### src/design/pbm_pkg.sv
// ============================================================================
// pbm_pkg
// Shared types and constants for the PBM (P4) header stream parser: field
// widths, error codes, register indexes and character codes.
// ============================================================================
`default_nettype none

package pbm_pkg;

   localparam int MAX_DIM_DEFAULT   = 4096;
   localparam int TOKEN_BUF_DEFAULT = 32;

   localparam int DIM_W      = 13;
   localparam int CAP_W      = 22;
   localparam int INDEX_W    = 21;
   localparam int CSR_ADDR_W = 2;
   localparam int CSR_DATA_W = 22;
   localparam int ERR_W      = 3;

   // register indexes
   localparam logic [CSR_ADDR_W-1:0] CSR_WIDTH    = 2'd0;
   localparam logic [CSR_ADDR_W-1:0] CSR_HEIGHT   = 2'd1;
   localparam logic [CSR_ADDR_W-1:0] CSR_CAPACITY = 2'd2;

   // error codes
   localparam logic [ERR_W-1:0] ERR_NONE       = 3'd0;
   localparam logic [ERR_W-1:0] ERR_BAD_MAGIC  = 3'd1;
   localparam logic [ERR_W-1:0] ERR_SIZE       = 3'd2;
   localparam logic [ERR_W-1:0] ERR_TOO_SMALL  = 3'd3;
   localparam logic [ERR_W-1:0] ERR_TOKEN_LONG = 3'd4;
   localparam logic [ERR_W-1:0] ERR_NO_HEADER  = 3'd5;
   localparam logic [ERR_W-1:0] ERR_INCOMPLETE = 3'd6;

   // header field being read
   localparam logic [1:0] FN_MAGIC  = 2'd0;
   localparam logic [1:0] FN_WIDTH  = 2'd1;
   localparam logic [1:0] FN_HEIGHT = 2'd2;
   localparam logic [1:0] FN_DONE   = 2'd3;

   // magic match progress
   localparam logic [1:0] MP_NONE = 2'd0;
   localparam logic [1:0] MP_P    = 2'd1;
   localparam logic [1:0] MP_P4   = 2'd2;
   localparam logic [1:0] MP_BAD  = 2'd3;

   // character codes
   localparam logic [7:0] CH_TAB   = 8'd9;
   localparam logic [7:0] CH_LF    = 8'd10;
   localparam logic [7:0] CH_VT    = 8'd11;
   localparam logic [7:0] CH_FF    = 8'd12;
   localparam logic [7:0] CH_CR    = 8'd13;
   localparam logic [7:0] CH_SPACE = 8'd32;
   localparam logic [7:0] CH_HASH  = 8'd35;
   localparam logic [7:0] CH_PLUS  = 8'd43;
   localparam logic [7:0] CH_MINUS = 8'd45;
   localparam logic [7:0] CH_0     = 8'd48;
   localparam logic [7:0] CH_4     = 8'd52;
   localparam logic [7:0] CH_9     = 8'd57;
   localparam logic [7:0] CH_P     = 8'd80;

   localparam logic KIND_BYTE = 1'b0;
   localparam logic KIND_EOS  = 1'b1;

   typedef struct packed {
      logic begun;
      logic stop;
      logic ovf;
      logic neg;
   } num_flags_type;

   typedef struct packed {
      logic               data_valid;
      logic [7:0]         data_byte;
      logic [INDEX_W-1:0] data_index;
      logic               header_good;
      logic [ERR_W-1:0]   error_code;
      logic               verdict_valid;
      logic               success;
   } rsp_type;

endpackage

`default_nettype wire

### src/design/pbm_p4_header_stream_parser.sv
// ============================================================================
// pbm_p4_header_stream_parser
// Parses a binary PBM (P4) header from a byte stream and routes the bitmap
// bytes that follow it, with their destination offsets.
// ============================================================================
// Usage:
//   req_* carries one request per cycle: a stream byte (req_kind = 0) or an
//   end-of-stream marker (req_kind = 1). Every request gives exactly one
//   response on rsp_*: a bitmap byte with its index when rsp_data_valid is
//   set, the header and error status, and on end of stream the verdict
//   (rsp_verdict_valid, rsp_success, rsp_error_code).
//   The response is registered; throughput is one request per cycle while
//   req_stall is low. The whole parse step (token, number and magic update
//   plus the size and capacity checks) sits between the accepted request and
//   the response register.
//   When the receiver stalls, the response register holds and a one-entry
//   skid register takes the next request; req_stall rises only when the skid
//   register is full.
//   csr_* writes expected width, height and buffer capacity; write only
//   while no request is in flight. Reset (synchronous) clears the parse
//   state and sets the registers to width 1, height 1, capacity 0.
//   After end of stream the state is kept; a new stream needs reset.
// ============================================================================
`default_nettype none

module pbm_p4_header_stream_parser
   import pbm_pkg::*;
#(
   parameter int MAX_DIM   = MAX_DIM_DEFAULT,
   parameter int TOKEN_BUF = TOKEN_BUF_DEFAULT
) (
   input  wire logic                  clock,
   input  wire logic                  reset,
   input  wire logic                  csr_write_enable,
   input  wire logic [CSR_ADDR_W-1:0] csr_index,
   input  wire logic [CSR_DATA_W-1:0] csr_write_data,
   input  wire logic                  req_valid,
   output      logic                  req_stall,
   input  wire logic                  req_kind,
   input  wire logic [7:0]            req_byte_value,
   output      logic                  rsp_valid,
   input  wire logic                  rsp_stall,
   output      logic                  rsp_data_valid,
   output      logic [7:0]            rsp_data_byte,
   output      logic [INDEX_W-1:0]    rsp_data_index,
   output      logic                  rsp_header_good,
   output      logic [ERR_W-1:0]      rsp_error_code,
   output      logic                  rsp_verdict_valid,
   output      logic                  rsp_success
);

   localparam int NVW  = $clog2(MAX_DIM + 1);
   localparam int PW   = NVW + 4;
   localparam int CMPW = (NVW > DIM_W) ? NVW : DIM_W;
   localparam int TLW  = $clog2(TOKEN_BUF);
   localparam int BWW  = DIM_W - 2;
   localparam int NDW  = BWW + DIM_W;
   localparam logic [TLW-1:0] TL_MAX = TLW'(TOKEN_BUF - 1);

   // configuration
   logic [DIM_W-1:0] exp_width_ff, exp_height_ff;
   logic [CAP_W-1:0] capacity_ff;

   // parse state
   logic               in_comment_ff, in_comment_in;
   logic [1:0]         field_ff, field_in;
   logic [TLW-1:0]     tok_len_ff, tok_len_in;
   logic [1:0]         magic_ff, magic_in;
   logic [NVW-1:0]     num_ff, num_in;
   num_flags_type      flags_ff, flags_in;
   logic               magic_good_ff, magic_good_in;
   logic               width_ok_ff, width_ok_in;
   logic               header_done_ff, header_done_in;
   logic               in_bitmap_ff, in_bitmap_in;
   logic [CAP_W-1:0]   stored_ff, stored_in;
   logic [CAP_W-1:0]   required_ff, required_in;
   logic [ERR_W-1:0]   error_ff, error_in;

   // response buffering
   logic    out_valid_ff, out_valid_in;
   logic    skid_valid_ff, skid_valid_in;
   rsp_type out_ff, out_in;
   rsp_type skid_ff, skid_in;
   rsp_type result;

   logic accept, out_free;

   // end-of-token outcome and helpers
   logic [BWW-1:0]   row_bytes;
   logic [DIM_W:0]   width_round;
   logic [NDW-1:0]   need;
   logic             num_eq_width, num_eq_height, num_ok;
   logic             et_magic_good, et_width_ok, et_header_done;
   logic [CAP_W-1:0] et_required;
   logic [ERR_W-1:0] et_error;
   logic [PW-1:0]    num_next;
   logic [7:0]       ch;
   logic             is_sep;

   assign accept    = req_valid && !req_stall;
   assign out_free  = !out_valid_ff || !rsp_stall;
   assign req_stall = skid_valid_ff;
   assign ch        = req_byte_value;

   assign width_round = {1'b0, exp_width_ff} + (DIM_W + 1)'(7);
   assign row_bytes   = width_round[DIM_W:3];
   assign need        = NDW'(row_bytes) * NDW'(exp_height_ff);

   assign num_ok        = !flags_ff.ovf && !(flags_ff.neg && (num_ff != '0));
   assign num_eq_width  = num_ok && (CMPW'(num_ff) == CMPW'(exp_width_ff));
   assign num_eq_height = num_ok && (CMPW'(num_ff) == CMPW'(exp_height_ff));

   assign num_next = (PW'(num_ff) << 3) + (PW'(num_ff) << 1) + PW'(ch[3:0] - CH_0[3:0]);
   assign is_sep   = (ch == CH_SPACE) || (ch == CH_TAB) || (ch == CH_LF) || (ch == CH_CR);

   always_comb begin
      et_magic_good  = magic_good_ff;
      et_width_ok    = width_ok_ff;
      et_header_done = header_done_ff;
      et_required    = required_ff;
      et_error       = error_ff;
      case (field_ff)
         FN_MAGIC: begin
            et_magic_good = (magic_ff == MP_P4);
         end
         FN_WIDTH: begin
            et_width_ok = num_eq_width;
         end
         FN_HEIGHT: begin
            if (!magic_good_ff) begin
               et_error = ERR_BAD_MAGIC;
            end else if (!width_ok_ff || !num_eq_height) begin
               et_error = ERR_SIZE;
            end else begin
               et_required = need[CAP_W-1:0];
               if (NDW'(capacity_ff) < need) begin
                  et_error = ERR_TOO_SMALL;
               end else begin
                  et_header_done = 1'b1;
               end
            end
         end
         default: begin
         end
      endcase
   end

   always_comb begin
      logic do_end;
      logic to_data;
      logic [ERR_W-1:0] code;

      do_end  = 1'b0;
      to_data = 1'b0;
      code    = ERR_NONE;

      in_comment_in  = in_comment_ff;
      field_in       = field_ff;
      tok_len_in     = tok_len_ff;
      magic_in       = magic_ff;
      num_in         = num_ff;
      flags_in       = flags_ff;
      magic_good_in  = magic_good_ff;
      width_ok_in    = width_ok_ff;
      header_done_in = header_done_ff;
      in_bitmap_in   = in_bitmap_ff;
      stored_in      = stored_ff;
      required_in    = required_ff;
      error_in       = error_ff;
      result         = '0;

      if (req_kind == KIND_EOS) begin
         do_end = !in_bitmap_ff && (error_ff == ERR_NONE);
      end else if (error_ff == ERR_NONE) begin
         to_data = in_bitmap_ff;
         if (!in_bitmap_ff) begin
            if (in_comment_ff) begin
               if (ch == CH_LF || ch == CH_CR) begin
                  in_comment_in = 1'b0;
               end
            end else if (ch == CH_HASH) begin
               do_end        = 1'b1;
               in_comment_in = 1'b1;
            end else if (is_sep) begin
               do_end = (field_ff != FN_DONE);
            end else if (field_ff != FN_DONE) begin
               if (tok_len_ff == TL_MAX) begin
                  error_in = ERR_TOKEN_LONG;
               end else begin
                  tok_len_in = tok_len_ff + TLW'(1);
                  case (magic_ff)
                     MP_NONE: magic_in = (ch == CH_P) ? MP_P : MP_BAD;
                     MP_P:    magic_in = (ch == CH_4) ? MP_P4 : MP_BAD;
                     default: magic_in = MP_BAD;
                  endcase
                  if (!flags_ff.stop) begin
                     if (ch inside {[CH_0:CH_9]}) begin
                        flags_in.begun = 1'b1;
                        if (!flags_ff.ovf) begin
                           if (num_next > PW'(MAX_DIM)) begin
                              flags_in.ovf = 1'b1;
                           end else begin
                              num_in = num_next[NVW-1:0];
                           end
                        end
                     end else if (!flags_ff.begun && (ch inside {CH_VT, CH_FF})) begin
                        flags_in = flags_ff;
                     end else if (!flags_ff.begun && (ch inside {CH_PLUS, CH_MINUS})) begin
                        flags_in.begun = 1'b1;
                        flags_in.neg   = (ch == CH_MINUS);
                     end else begin
                        flags_in.stop = 1'b1;
                     end
                  end
               end
            end else if (header_done_ff) begin
               in_bitmap_in = 1'b1;
               to_data      = 1'b1;
            end
         end
      end

      if (do_end && (tok_len_ff != '0)) begin
         magic_good_in  = et_magic_good;
         width_ok_in    = et_width_ok;
         header_done_in = et_header_done;
         required_in    = et_required;
         error_in       = et_error;
         tok_len_in     = '0;
         magic_in       = MP_NONE;
         num_in         = '0;
         flags_in       = '0;
         if (field_ff != FN_DONE) begin
            field_in = field_ff + 2'd1;
         end
      end

      if (to_data && (stored_ff < required_ff)) begin
         result.data_valid = 1'b1;
         result.data_byte  = ch;
         result.data_index = stored_ff[INDEX_W-1:0];
         stored_in         = stored_ff + CAP_W'(1);
      end

      result.header_good = header_done_in;
      if (req_kind == KIND_EOS) begin
         if (error_in != ERR_NONE) begin
            code = error_in;
         end else if (!header_done_in) begin
            code = ERR_NO_HEADER;
         end else if (stored_ff != required_in) begin
            code = ERR_INCOMPLETE;
         end else begin
            result.success = 1'b1;
         end
         result.error_code    = code;
         result.verdict_valid = 1'b1;
      end else begin
         result.error_code = error_in;
      end
   end

   always_comb begin
      out_valid_in  = out_valid_ff;
      skid_valid_in = skid_valid_ff;
      out_in        = out_ff;
      skid_in       = skid_ff;
      if (accept) begin
         if (out_free) begin
            out_valid_in = 1'b1;
            out_in       = result;
         end else begin
            skid_valid_in = 1'b1;
            skid_in       = result;
         end
      end else if (out_free) begin
         if (skid_valid_ff) begin
            out_valid_in  = 1'b1;
            out_in        = skid_ff;
            skid_valid_in = 1'b0;
         end else begin
            out_valid_in = 1'b0;
         end
      end
   end

   always_ff @(posedge clock) begin
      if (reset) begin
         exp_width_ff  <= DIM_W'(1);
         exp_height_ff <= DIM_W'(1);
         capacity_ff   <= '0;
      end else if (csr_write_enable) begin
         case (csr_index)
            CSR_WIDTH:    exp_width_ff  <= csr_write_data[DIM_W-1:0];
            CSR_HEIGHT:   exp_height_ff <= csr_write_data[DIM_W-1:0];
            CSR_CAPACITY: capacity_ff   <= csr_write_data[CAP_W-1:0];
            default: begin
            end
         endcase
      end
   end

   always_ff @(posedge clock) begin
      if (reset) begin
         in_comment_ff  <= 1'b0;
         field_ff       <= FN_MAGIC;
         tok_len_ff     <= '0;
         magic_ff       <= MP_NONE;
         num_ff         <= '0;
         flags_ff       <= '0;
         magic_good_ff  <= 1'b0;
         width_ok_ff    <= 1'b0;
         header_done_ff <= 1'b0;
         in_bitmap_ff   <= 1'b0;
         stored_ff      <= '0;
         required_ff    <= '0;
         error_ff       <= ERR_NONE;
      end else if (accept) begin
         in_comment_ff  <= in_comment_in;
         field_ff       <= field_in;
         tok_len_ff     <= tok_len_in;
         magic_ff       <= magic_in;
         num_ff         <= num_in;
         flags_ff       <= flags_in;
         magic_good_ff  <= magic_good_in;
         width_ok_ff    <= width_ok_in;
         header_done_ff <= header_done_in;
         in_bitmap_ff   <= in_bitmap_in;
         stored_ff      <= stored_in;
         required_ff    <= required_in;
         error_ff       <= error_in;
      end
   end

   always_ff @(posedge clock) begin
      if (reset) begin
         out_valid_ff  <= 1'b0;
         skid_valid_ff <= 1'b0;
      end else begin
         out_valid_ff  <= out_valid_in;
         skid_valid_ff <= skid_valid_in;
      end
   end

   always_ff @(posedge clock) begin
      out_ff  <= out_in;
      skid_ff <= skid_in;
   end

   assign rsp_valid         = out_valid_ff;
   assign rsp_data_valid    = out_ff.data_valid;
   assign rsp_data_byte     = out_ff.data_byte;
   assign rsp_data_index    = out_ff.data_index;
   assign rsp_header_good   = out_ff.header_good;
   assign rsp_error_code    = out_ff.error_code;
   assign rsp_verdict_valid = out_ff.verdict_valid;
   assign rsp_success       = out_ff.success;

endmodule

`default_nettype wire

### config.mk
export PLATFORM = sky130hd
export DESIGN_NAME = pbm_p4_header_stream_parser
export DESIGN_NICKNAME = d
export VERILOG_FILES = /design/src/design/pbm_pkg.sv /design/src/design/pbm_p4_header_stream_parser.sv
export SDC_FILE = /design/constraint.sdc
export NUM_CORES = 1
export LEC_CHECK = 0
export BUFFER_PORTS_ARGS = -buffer_cell sky130_fd_sc_hd__buf_2
export CAP_MARGIN = 15
export CORE_MARGIN = 4
export CORE_UTILIZATION = 45
export CTS_BUF_LIST = sky130_fd_sc_hd__clkbuf_8
export DETAILED_ROUTE_END_ITERATION = 8
export GPL_ROUTABILITY_DRIVEN = 0
export RECOVER_POWER = 25
export SETUP_SLACK_MARGIN = 0.5
export SLEW_MARGIN = 20
export SYNTH_ARGS = -nofsm -noshare
export SYNTH_HDL_FRONTEND = slang
export SYNTH_SLANG_ARGS = --single-unit
### constraint.sdc
create_clock -name clock -period 8 [get_ports clock]
set_clock_uncertainty 0.05 [all_clocks]
set_input_delay 0.4 -clock clock [delete_from_list [all_inputs] [get_ports clock]]
set_output_delay 0.4 -clock clock [all_outputs]
set_load 0.01 [all_outputs]
# Word level (Yosys, flattened, before mapping)

Cells that the tools add are included.

Register bits: 200
Bits in latches: 0
Memory bits (writable): 0
Bits in read-only memories: 0
Bits of input ports: 38
Output and inout bits: 38
Memories kept: 0

Add/sub/neg operators: 6
Multiply operators: 1
Divide/modulo/power cells: 0
Magnitude comparators: 5
Equal/unequal tests: 35
Shifts and indexed selects: 0
Muxes and demuxes: 114
Bitwise operators: 3
Reductions and logical operators: 59

Operator list:

| kind                                                   | number |
|---|---|
| two-way mux 13 bit                                     | 13 |
| two-way mux 36 bit                                     | 4 |
| two-way mux 22 bit                                     | 4 |
| two-way mux 3 bit                                      | 17 |
| two-way mux 5 bit                                      | 9 |
| two-way mux 1 bit                                      | 43 |
| equality test 8 x 4 -> 1 bit (second input constant)   | 5 |
| equality test 8 x 6 -> 1 bit (second input constant)   | 5 |
| two-way mux 4 bit                                      | 10 |
| two-way mux 30 bit                                     | 1 |
| equality test 13 bit                                   | 2 |
| AND reduction 13 bit                                   | 2 |
| less-than comparator 22 x 24 -> 1 bit                  | 1 |
| multiplier 11 x 13 -> 24 bit                           | 1 |
| two-way mux 2 bit                                      | 12 |
| adder 22 x 1 -> 22 bit (second input constant)         | 1 |
| less-than comparator 22 bit                            | 1 |
| inequality test 2 x 1 -> 1 bit (second input constant) | 11 |
| inequality test 22 bit                                 | 1 |
| adder 16 x 14 -> 17 bit                                | 1 |
| adder 17 x 4 -> 17 bit                                 | 1 |
| > comparator 17 x 13 -> 1 bit (second input constant)  | 1 |
| nonzero test 2 bit                                     | 8 |
| adder 13 x 3 -> 14 bit (second input constant)         | 1 |
| 26 further kinds                                       | 68 |

# Depth between registers and ports, before layout

Gate-level depths: netlist (run 1).

Word-level depth: 19
Depth in mapped cells: 36

# Worst setup path before layout (run 1)

OpenSTA, ideal clock, no wires.

Path kind: register to register
Start point: reg exp_width_ff[0]
End point: reg out_ff (netlist bit rsp_error_code[2]) (data pin)
Arrival time: 8.419 ns
Slack: -0.621 ns
Cell stages (with the launch flop): 35
Buffers on the path: 1
Period minus slack after synthesis: 8.621 ns
Cell sequence: dfxtp_1 o31a_1 and3_1 and3_1 and3_1 nand3_1 xnor2_1 clkbuf_1 nand2_1 fa_1 fa_1 inv_1 fa_1 fa_1 inv_1 fa_1 inv_1 ha_1 a21oi_1 o211ai_1 a22oi_1 a31oi_1 or2_2 xor2_1 inv_1 ha_1 nand4_1 or4bb_1 a21oi_1 nor3_1 nor3_1 o31ai_1 or4_1 o21bai_1 a31oi_1

RTL lines:

| what                   | line                               | source |
|---|---|---|
| start, declared        | pbm_p4_header_stream_parser.sv:61  | `logic [DIM_W-1:0] exp_width_ff, exp_height_ff;` |
| start signal, assigned | pbm_p4_header_stream_parser.sv:294 | `CSR_WIDTH: exp_width_ff <= csr_write_data[DIM_W-1:0];` |
| end signal, assigned   | pbm_p4_header_stream_parser.sv:346 | `out_ff <= out_in;` |
| end, declared          | pbm_p4_header_stream_parser.sv:82  | `rsp_type out_ff, out_in;` |

==> results of run 1 <==
-- tightest hold or removal path, stage by stage --
cell	delay, ns
buf_2	0.10
nand2_1	0.05
a21oi_1	0.05
-- cells by family after synthesis --
kind of cell | count (synthesis) | synth area share
compound gates | 315 | 0.1292
xor+xnor | 87 | 0.04806
fa+ha+maj | 238 | 0.2352
buf+inv | 267 | 0.06384
flops | 200 | 0.2980
mux | 28 | 0.01949
simple gates | 670 | 0.2063
-- per-layer routing --
metal  GRT usage  routed length (um)  vias up
met5           0                  17        -
li1            -                   -     6437
met1      0.3027               19610     6454
met3     0.03091                1634       63
met2      0.3732               20230      288
met4     0.06051                1092        2
-- power by group --
group / switching [mW] / total, mW / leakage [nW] / internal (mW)
Clock: 0.409 / 0.668 / 0.195 / 0.258
Sequential: 0.0220 / 1.11 / 1.76 / 1.09
Combinational: 0.187 / 0.316 / 6.15 / 0.129
Total: 0.618 / 2.09 / 8.10 / 1.47
-- area by class of cell --
type	count	area share
Timing Repair Buffer	228	0.08342
Inverter	184	0.03704
Multi-Input combinational cell	1338	0.5745
Tap cell	455	0.03053
Clock buffer	17	0.01255
Sequential cell	200	0.2537
Clock inverter	15	0.008322
-- placed cells by master, fill, tap and decap left out, types with 8 or more instances in the layout --
master and count:
a211oi_1 15, a21o_1 27, a21oi_1 112, a21oi_2 8, a22o_1 14, a31oi_1 10
and2_1 81, and2_4 11, and3_1 15, buf_2 43, buf_4 140, buf_6 8
clkbuf_1 33, clkbuf_8 17, dfxtp_1 124, edfxtp_1 72, fa_1 94, ha_1 123
ha_4 14, inv_1 177, mux2_2 22, nand2_1 261, nand2b_1 8, nand3_1 23
nand4_1 27, nor2_1 109, nor2b_1 17, nor3_1 22, nor4_1 11, o211ai_1 10
o21ai_0 30, o21ai_1 9, o22ai_1 8, o31ai_1 11, or3_1 13, xnor2_1 54
xor2_1 26
-- worst max-delay path by stage --
stage,start,end,slack [ns],cells past startpoint
3_5_place_dp,exp_width_ff[2],rsp_error_code[2],-0.39,33
6_report,exp_width_ff[2],rsp_error_code[2],-0.15,33
5_1_grt,exp_width_ff[2],rsp_error_code[2],-0.47,33
4_1_cts,exp_width_ff[2],rsp_error_code[2],-0.16,33
3_3_place_gp,exp_width_ff[2],rsp_error_code[0],-0.36,33
2_1_floorplan,exp_width_ff[2],rsp_error_code[2],0.04,34
-- state kept, by name, indices dropped and copies added, names as in the netlist, 4 cells and up --
register / flops
rsp_data_index: 21
flags_ff: 4
rsp_data_byte: 8
required_ff: 22
stored_ff: 22
exp_width_ff: 13
exp_height_ff: 13
skid_ff: 36
capacity_ff: 22
num_ff: 13
tok_len_ff: 5
-- what timing repair did --
action / in CTS / in global routing
pin swaps: 56 / 8
setup buffers: 24 / 2
gates resized for setup: 46 / 31
hold buffers: 0 / 0
endpoints found under the setup margin: 13 / 13
gates cloned: 0 / 0
==> run metrics, run 1 <==
Root Driver=clkbuf_8; vias post-DR=13244; min Tclk post-route=8.147 ns; Final Power=2.092 mW; top cell type's share of synthesized area=0.1616; Hold Startpoint=csr_write_data[17]; Yosys cell types=80; r2r startpoint=exp_width_ff[2]; Setup WS post-layout=-0.1467 ns; routed len/inst=about 17 um; Die X=195.7 um; PD cells=112.2 nW/um2; hold depth=3; Yosys reg bits=200; H-tree levels=4; final core occ=0.5384; WP buf/inv=4; count of final setup violators=5; number of placed I/O pins=76; Core Rows=68; share of cells above drive strength 1=0.1842; CP max stage delay=0.59 ns; DIE AREA=38300 um2; Max Fclk=122.7 MHz; asr flop ratio synth=0; final hold vios=0; CTS Buf Count=17; DP Area=about 18000 um2; initial DRC count=763; ANT nets after route=0; DIE HEIGHT=195.7 um; Synth Warn #=0; drc violations=0; max cap viols=2; vias in the first global route=13416; Worst EP arrival=8.44 ns; final wirelength=42580 um; RR Endpoint=rsp_error_code[2]; Worst-path clk slew=0.12 ns; GRT Overall Usage=0.2222; crit end category=register; Clock Latency Late Sink=0.49 ns; Max FO, Critical Path=5; footprint of the multi-input gates=~11000 um2; EDFF count, synth=72; final max-slew violation count=about 130; RSZ-0062 raised after global routing=yes; Non-Filler Instances=2437; startpoint types=register; worst-margin pin slew=3.709 ns; layout filler cell count=approximately 3200; status=complete, but fails checks; initial antenna violation count=1; register area share after synthesis=0.2980; antenna cells=0; Most used DFF post-synth=dfxtp_1; worst path required time=8.30 ns; failing checks=max-capacitance violations, max-slew violations, negative setup slack; clock buffer depth=2; WS Path Type=reg -> reg; Area Overhead vs Synth=17.59%; Final Cycle Share=1.018; Setup TNS=-0.3928 ns; Detail Placement HPWL=32850 um; Slew headroom=-1.472; Worst Hold Class=in -> reg; first-pass GRT wire length=69790 um; syn_nets=2081; global route overflow=0; dpl ws=-0.3925 ns; LEAKAGE=between 8 and 9 nW; worst reg2reg setup slack=-0.15 ns; Endpoint, Worst Hold=capacity_ff[17]; dpl cells=2378; post-synthesis instance area=15860 um2; CTS tree=yes; Yosys top cell by area=dfxtp_1; Post-synth top cells=268 x nand2_1, 184 x inv_1, 138 x ha_1; register area=4730 um2; clock sink count=200; Reg2Reg Depth=33; top area cells in the synthesized netlist=dfxtp_1 16%, edfxtp_1 14%, fa_1 13%; core box area=between 30000 and 40000 um2; Via density=5.435; pin count of the biggest net entering global routing=79; most common cell in the netlist=nand2_1; design area=~19000 um2; Port Buffers=75; Starting Density=0.4579; worst hold slack=0.07672 ns; Gate Count Post-Synth=1805; Worst path top cell family by delay=adder cells; Max VDD drop=between 0.1 and 0.15 mV; Max stage delay cell, worst path=fa_2; fin nets=2245; iteration count of the initial detailed-routing pass=5; syn avg cell area=8.784 um2
(Power assumes the default switching activity.)
==> inputs of run 2 (changes only) <==
--- a/config.mk
+++ b/config.mk
@@ -13,7 +13,7 @@
 export DETAILED_ROUTE_END_ITERATION = 8
 export GPL_ROUTABILITY_DRIVEN = 0
 export RECOVER_POWER = 25
-export SETUP_SLACK_MARGIN = 0.5
+export SETUP_SLACK_MARGIN = 0.4
 export SLEW_MARGIN = 20
 export SYNTH_ARGS = -nofsm -noshare
 export SYNTH_HDL_FRONTEND = slang
==> run 2 against run 1 <==
Net effect:
- the run still ends with max-capacitance violations, max-slew violations, negative setup slack left
- total power is 1.1% higher
- first-iteration DRC count increased by 12%
- clock-buffer cell count stayed put
- final cell count shrank 0.12%
- critical endpoint unchanged
- highest routed layer is now met4
==> run metrics, run 2 (synthesis results as in run 1) <==
vias in the first global route=13382 (was 13416); Port Buffers=75 (unchanged); routed len/inst=17.35 um (was 17.47 um); Endpoint, Worst Hold=capacity_ff[20] (was capacity_ff[17]); fin nets=2242 (was 2245); Reg with most FFs=skid_ff (unchanged); Hold Startpoint=csr_write_data[20] (was csr_write_data[17]); Worst-path clk slew=0.13 ns (was 0.12 ns); first-pass GRT wire length=69830 um (was 69790 um); Final Cycle Share=1.026 (was 1.018); worst-margin pin slew=4.109 ns (was 3.709 ns); worst reg2reg setup slack=-0.21 ns (was -0.15 ns); most frequent CP cell=fa_1; DIE AREA=38300 um2 (unchanged); status=complete, but fails checks (unchanged); Clock Latency Late Sink=0.50 ns (was 0.49 ns); min Tclk post-route=8.211 ns (was 8.147 ns); global route overflow=0 (unchanged); WS Path Type=reg -> reg (unchanged); Reg2Reg Depth=32 (was 33); final core occ=0.5370 (was 0.5384); clock sink count=200 (unchanged); CTS Buf Count=17 (unchanged); Root Driver=clkbuf_8 (unchanged); RR Endpoint=rsp_error_code[2] (unchanged); clock buffer depth=2 (unchanged); drc violations=0 (unchanged); Max VDD drop=0.1143 mV (was 0.1071 mV); max reg flops=36 (unchanged); CP max stage delay=0.56 ns (was 0.59 ns); dpl ws=-0.3907 ns (was -0.3925 ns); GRT Overall Usage=0.2225 (was 0.2222); Via density=5.391 (was 5.435); H-tree levels=4 (unchanged); LEAKAGE=8.081 nW (was 8.102 nW); hold depth=3 (unchanged); failing checks=max-capacitance violations, max-slew violations, negative setup slack (unchanged); Max Fclk=121.8 MHz (was 122.7 MHz); RSZ-0062 raised after global routing=yes (unchanged); worst path required time=8.30 ns (about the same); Max FO, Critical Path=4 (was 5); PD cells=113.8 nW/um2 (was 112.2 nW/um2); pin count of the biggest net entering global routing=92 (was 79); max cap viols=2 (unchanged); Setup WS post-layout=-0.2109 ns (was -0.1467 ns); Detail Placement HPWL=32590 um (was 32850 um); Worst EP arrival=8.51 ns (was 8.44 ns); Max stage delay cell, worst path=fa_2 (unchanged); Worst Hold Class=in -> reg (unchanged); Die X=195.7 um (unchanged); Starting Density=0.4579 (unchanged); Core Rows=68 (unchanged); final max-slew violation count=125 (unchanged); r2r startpoint=exp_width_ff[2] (unchanged); initial DRC count=857 (was 763); most frequent cells in the layout=260 x nand2_1, 175 x inv_1, 136 x buf_4 (was 261 x nand2_1, 177 x inv_1, 140 x buf_4); core box area=34630 um2 (unchanged); antenna cells=0 (unchanged); count of final setup violators=6 (was 5); final wirelength=42220 um (was 42580 um); DIE HEIGHT=195.7 um (unchanged); final hold vios=0 (unchanged); Area Overhead vs Synth=17.28% (was 17.59%); crit end category=register (unchanged); ANT nets after route=0 (unchanged); initial antenna violation count=0 (was 1); Final Power=2.116 mW (was 2.092 mW); vias post-DR=13121 (was 13244); leading cell type in the layout, fill and taps excluded=nand2_1 (unchanged); Slew headroom=-1.739 (was -1.472); number of placed I/O pins=76 (unchanged); iteration count of the initial detailed-routing pass=5 (unchanged); hold_buf cts=0 (unchanged); share of cells above drive strength 1=0.1804 (was 0.1842); CTS tree=yes (unchanged); startpoint types=register (unchanged)
run 2: timing repair:
item | 4_1_cts | 5_1_grt
gates resized for setup | 39 | 26
pin swaps | 29 | 33
setup buffers | 23 | 6
cloned | 2 | 0
endpoints found under the setup margin | 13 | 13
endpoints found under the hold margin | 0 | 0
run 2: critical path: cells and delay by family, from the launching register on:
kind                     cells  cell delay, ns
adder cells (fa/ha/maj)      7            2.94
AND/OR/NAND/NOR             13            2.90
AO/OA/AOI/OAI                7            1.14
buffers and inverters        4            0.39
flip-flops                   1            0.34
XOR/XNOR                     1            0.29
run 2: layout make-up:
class / count / area (um2)
multi-input combinational: 1339 / 10700
fill: 3216 / 16030
inverter: 184 / 690.7
sequential: 200 / 4730
clock buffer: 17 / 234.0
tap: 455 / 569.3
clock inverter: 15 / 187.7
timing repair buffer: 224 / 1483
run 2: how the worst max path moves through the flow:
stage / from / end / slack (ns) / cells after the start
final: exp_width_ff[2] / rsp_error_code[2] / -0.21 / 32
after global routing: exp_width_ff[2] / rsp_error_code[2] / -0.55 / 34
after CTS: exp_width_ff[1] / rsp_error_code[2] / -0.21 / 34
after detailed placement: exp_width_ff[2] / rsp_success / -0.39 / 33
after global placement: exp_width_ff[2] / rsp_error_code[2] / -0.24 / 34
after floorplan: exp_width_ff[2] / rsp_error_code[2] / 0.04 / 34
run 2: per-stage QoR:
step	TNS (ns)	hold slack (ns)	cell area, um2	cells
after floorplan	0	0.3819	16140	1805
after global placement	-0.8785	0.3904	17640	2371
after detailed placement	-2.318	0.3986	17640	2371
after CTS	-0.6440	0.03648	18470	2428
after global routing	-4.155	0.04020	18600	2434
final	-0.5853	0.06631	18600	2434
run 2: metal layers:
layer | part of all wire | track usage | wire, um
met2 | 0.46 | 0.3581 | 19490
met4 | 0.037 | 0.08818 | 1551
met1 | 0.47 | 0.3036 | 19640
met5 | 0 | 0 | 0
met3 | 0.036 | 0.03280 | 1537
run 2: power breakdown:
| part | internal, mW | switching (mW) |
|---|---|---|
| sequential | 1.09 | 0.0232 |
| combinational | 0.123 | 0.182 |
| clock | 0.269 | 0.431 |
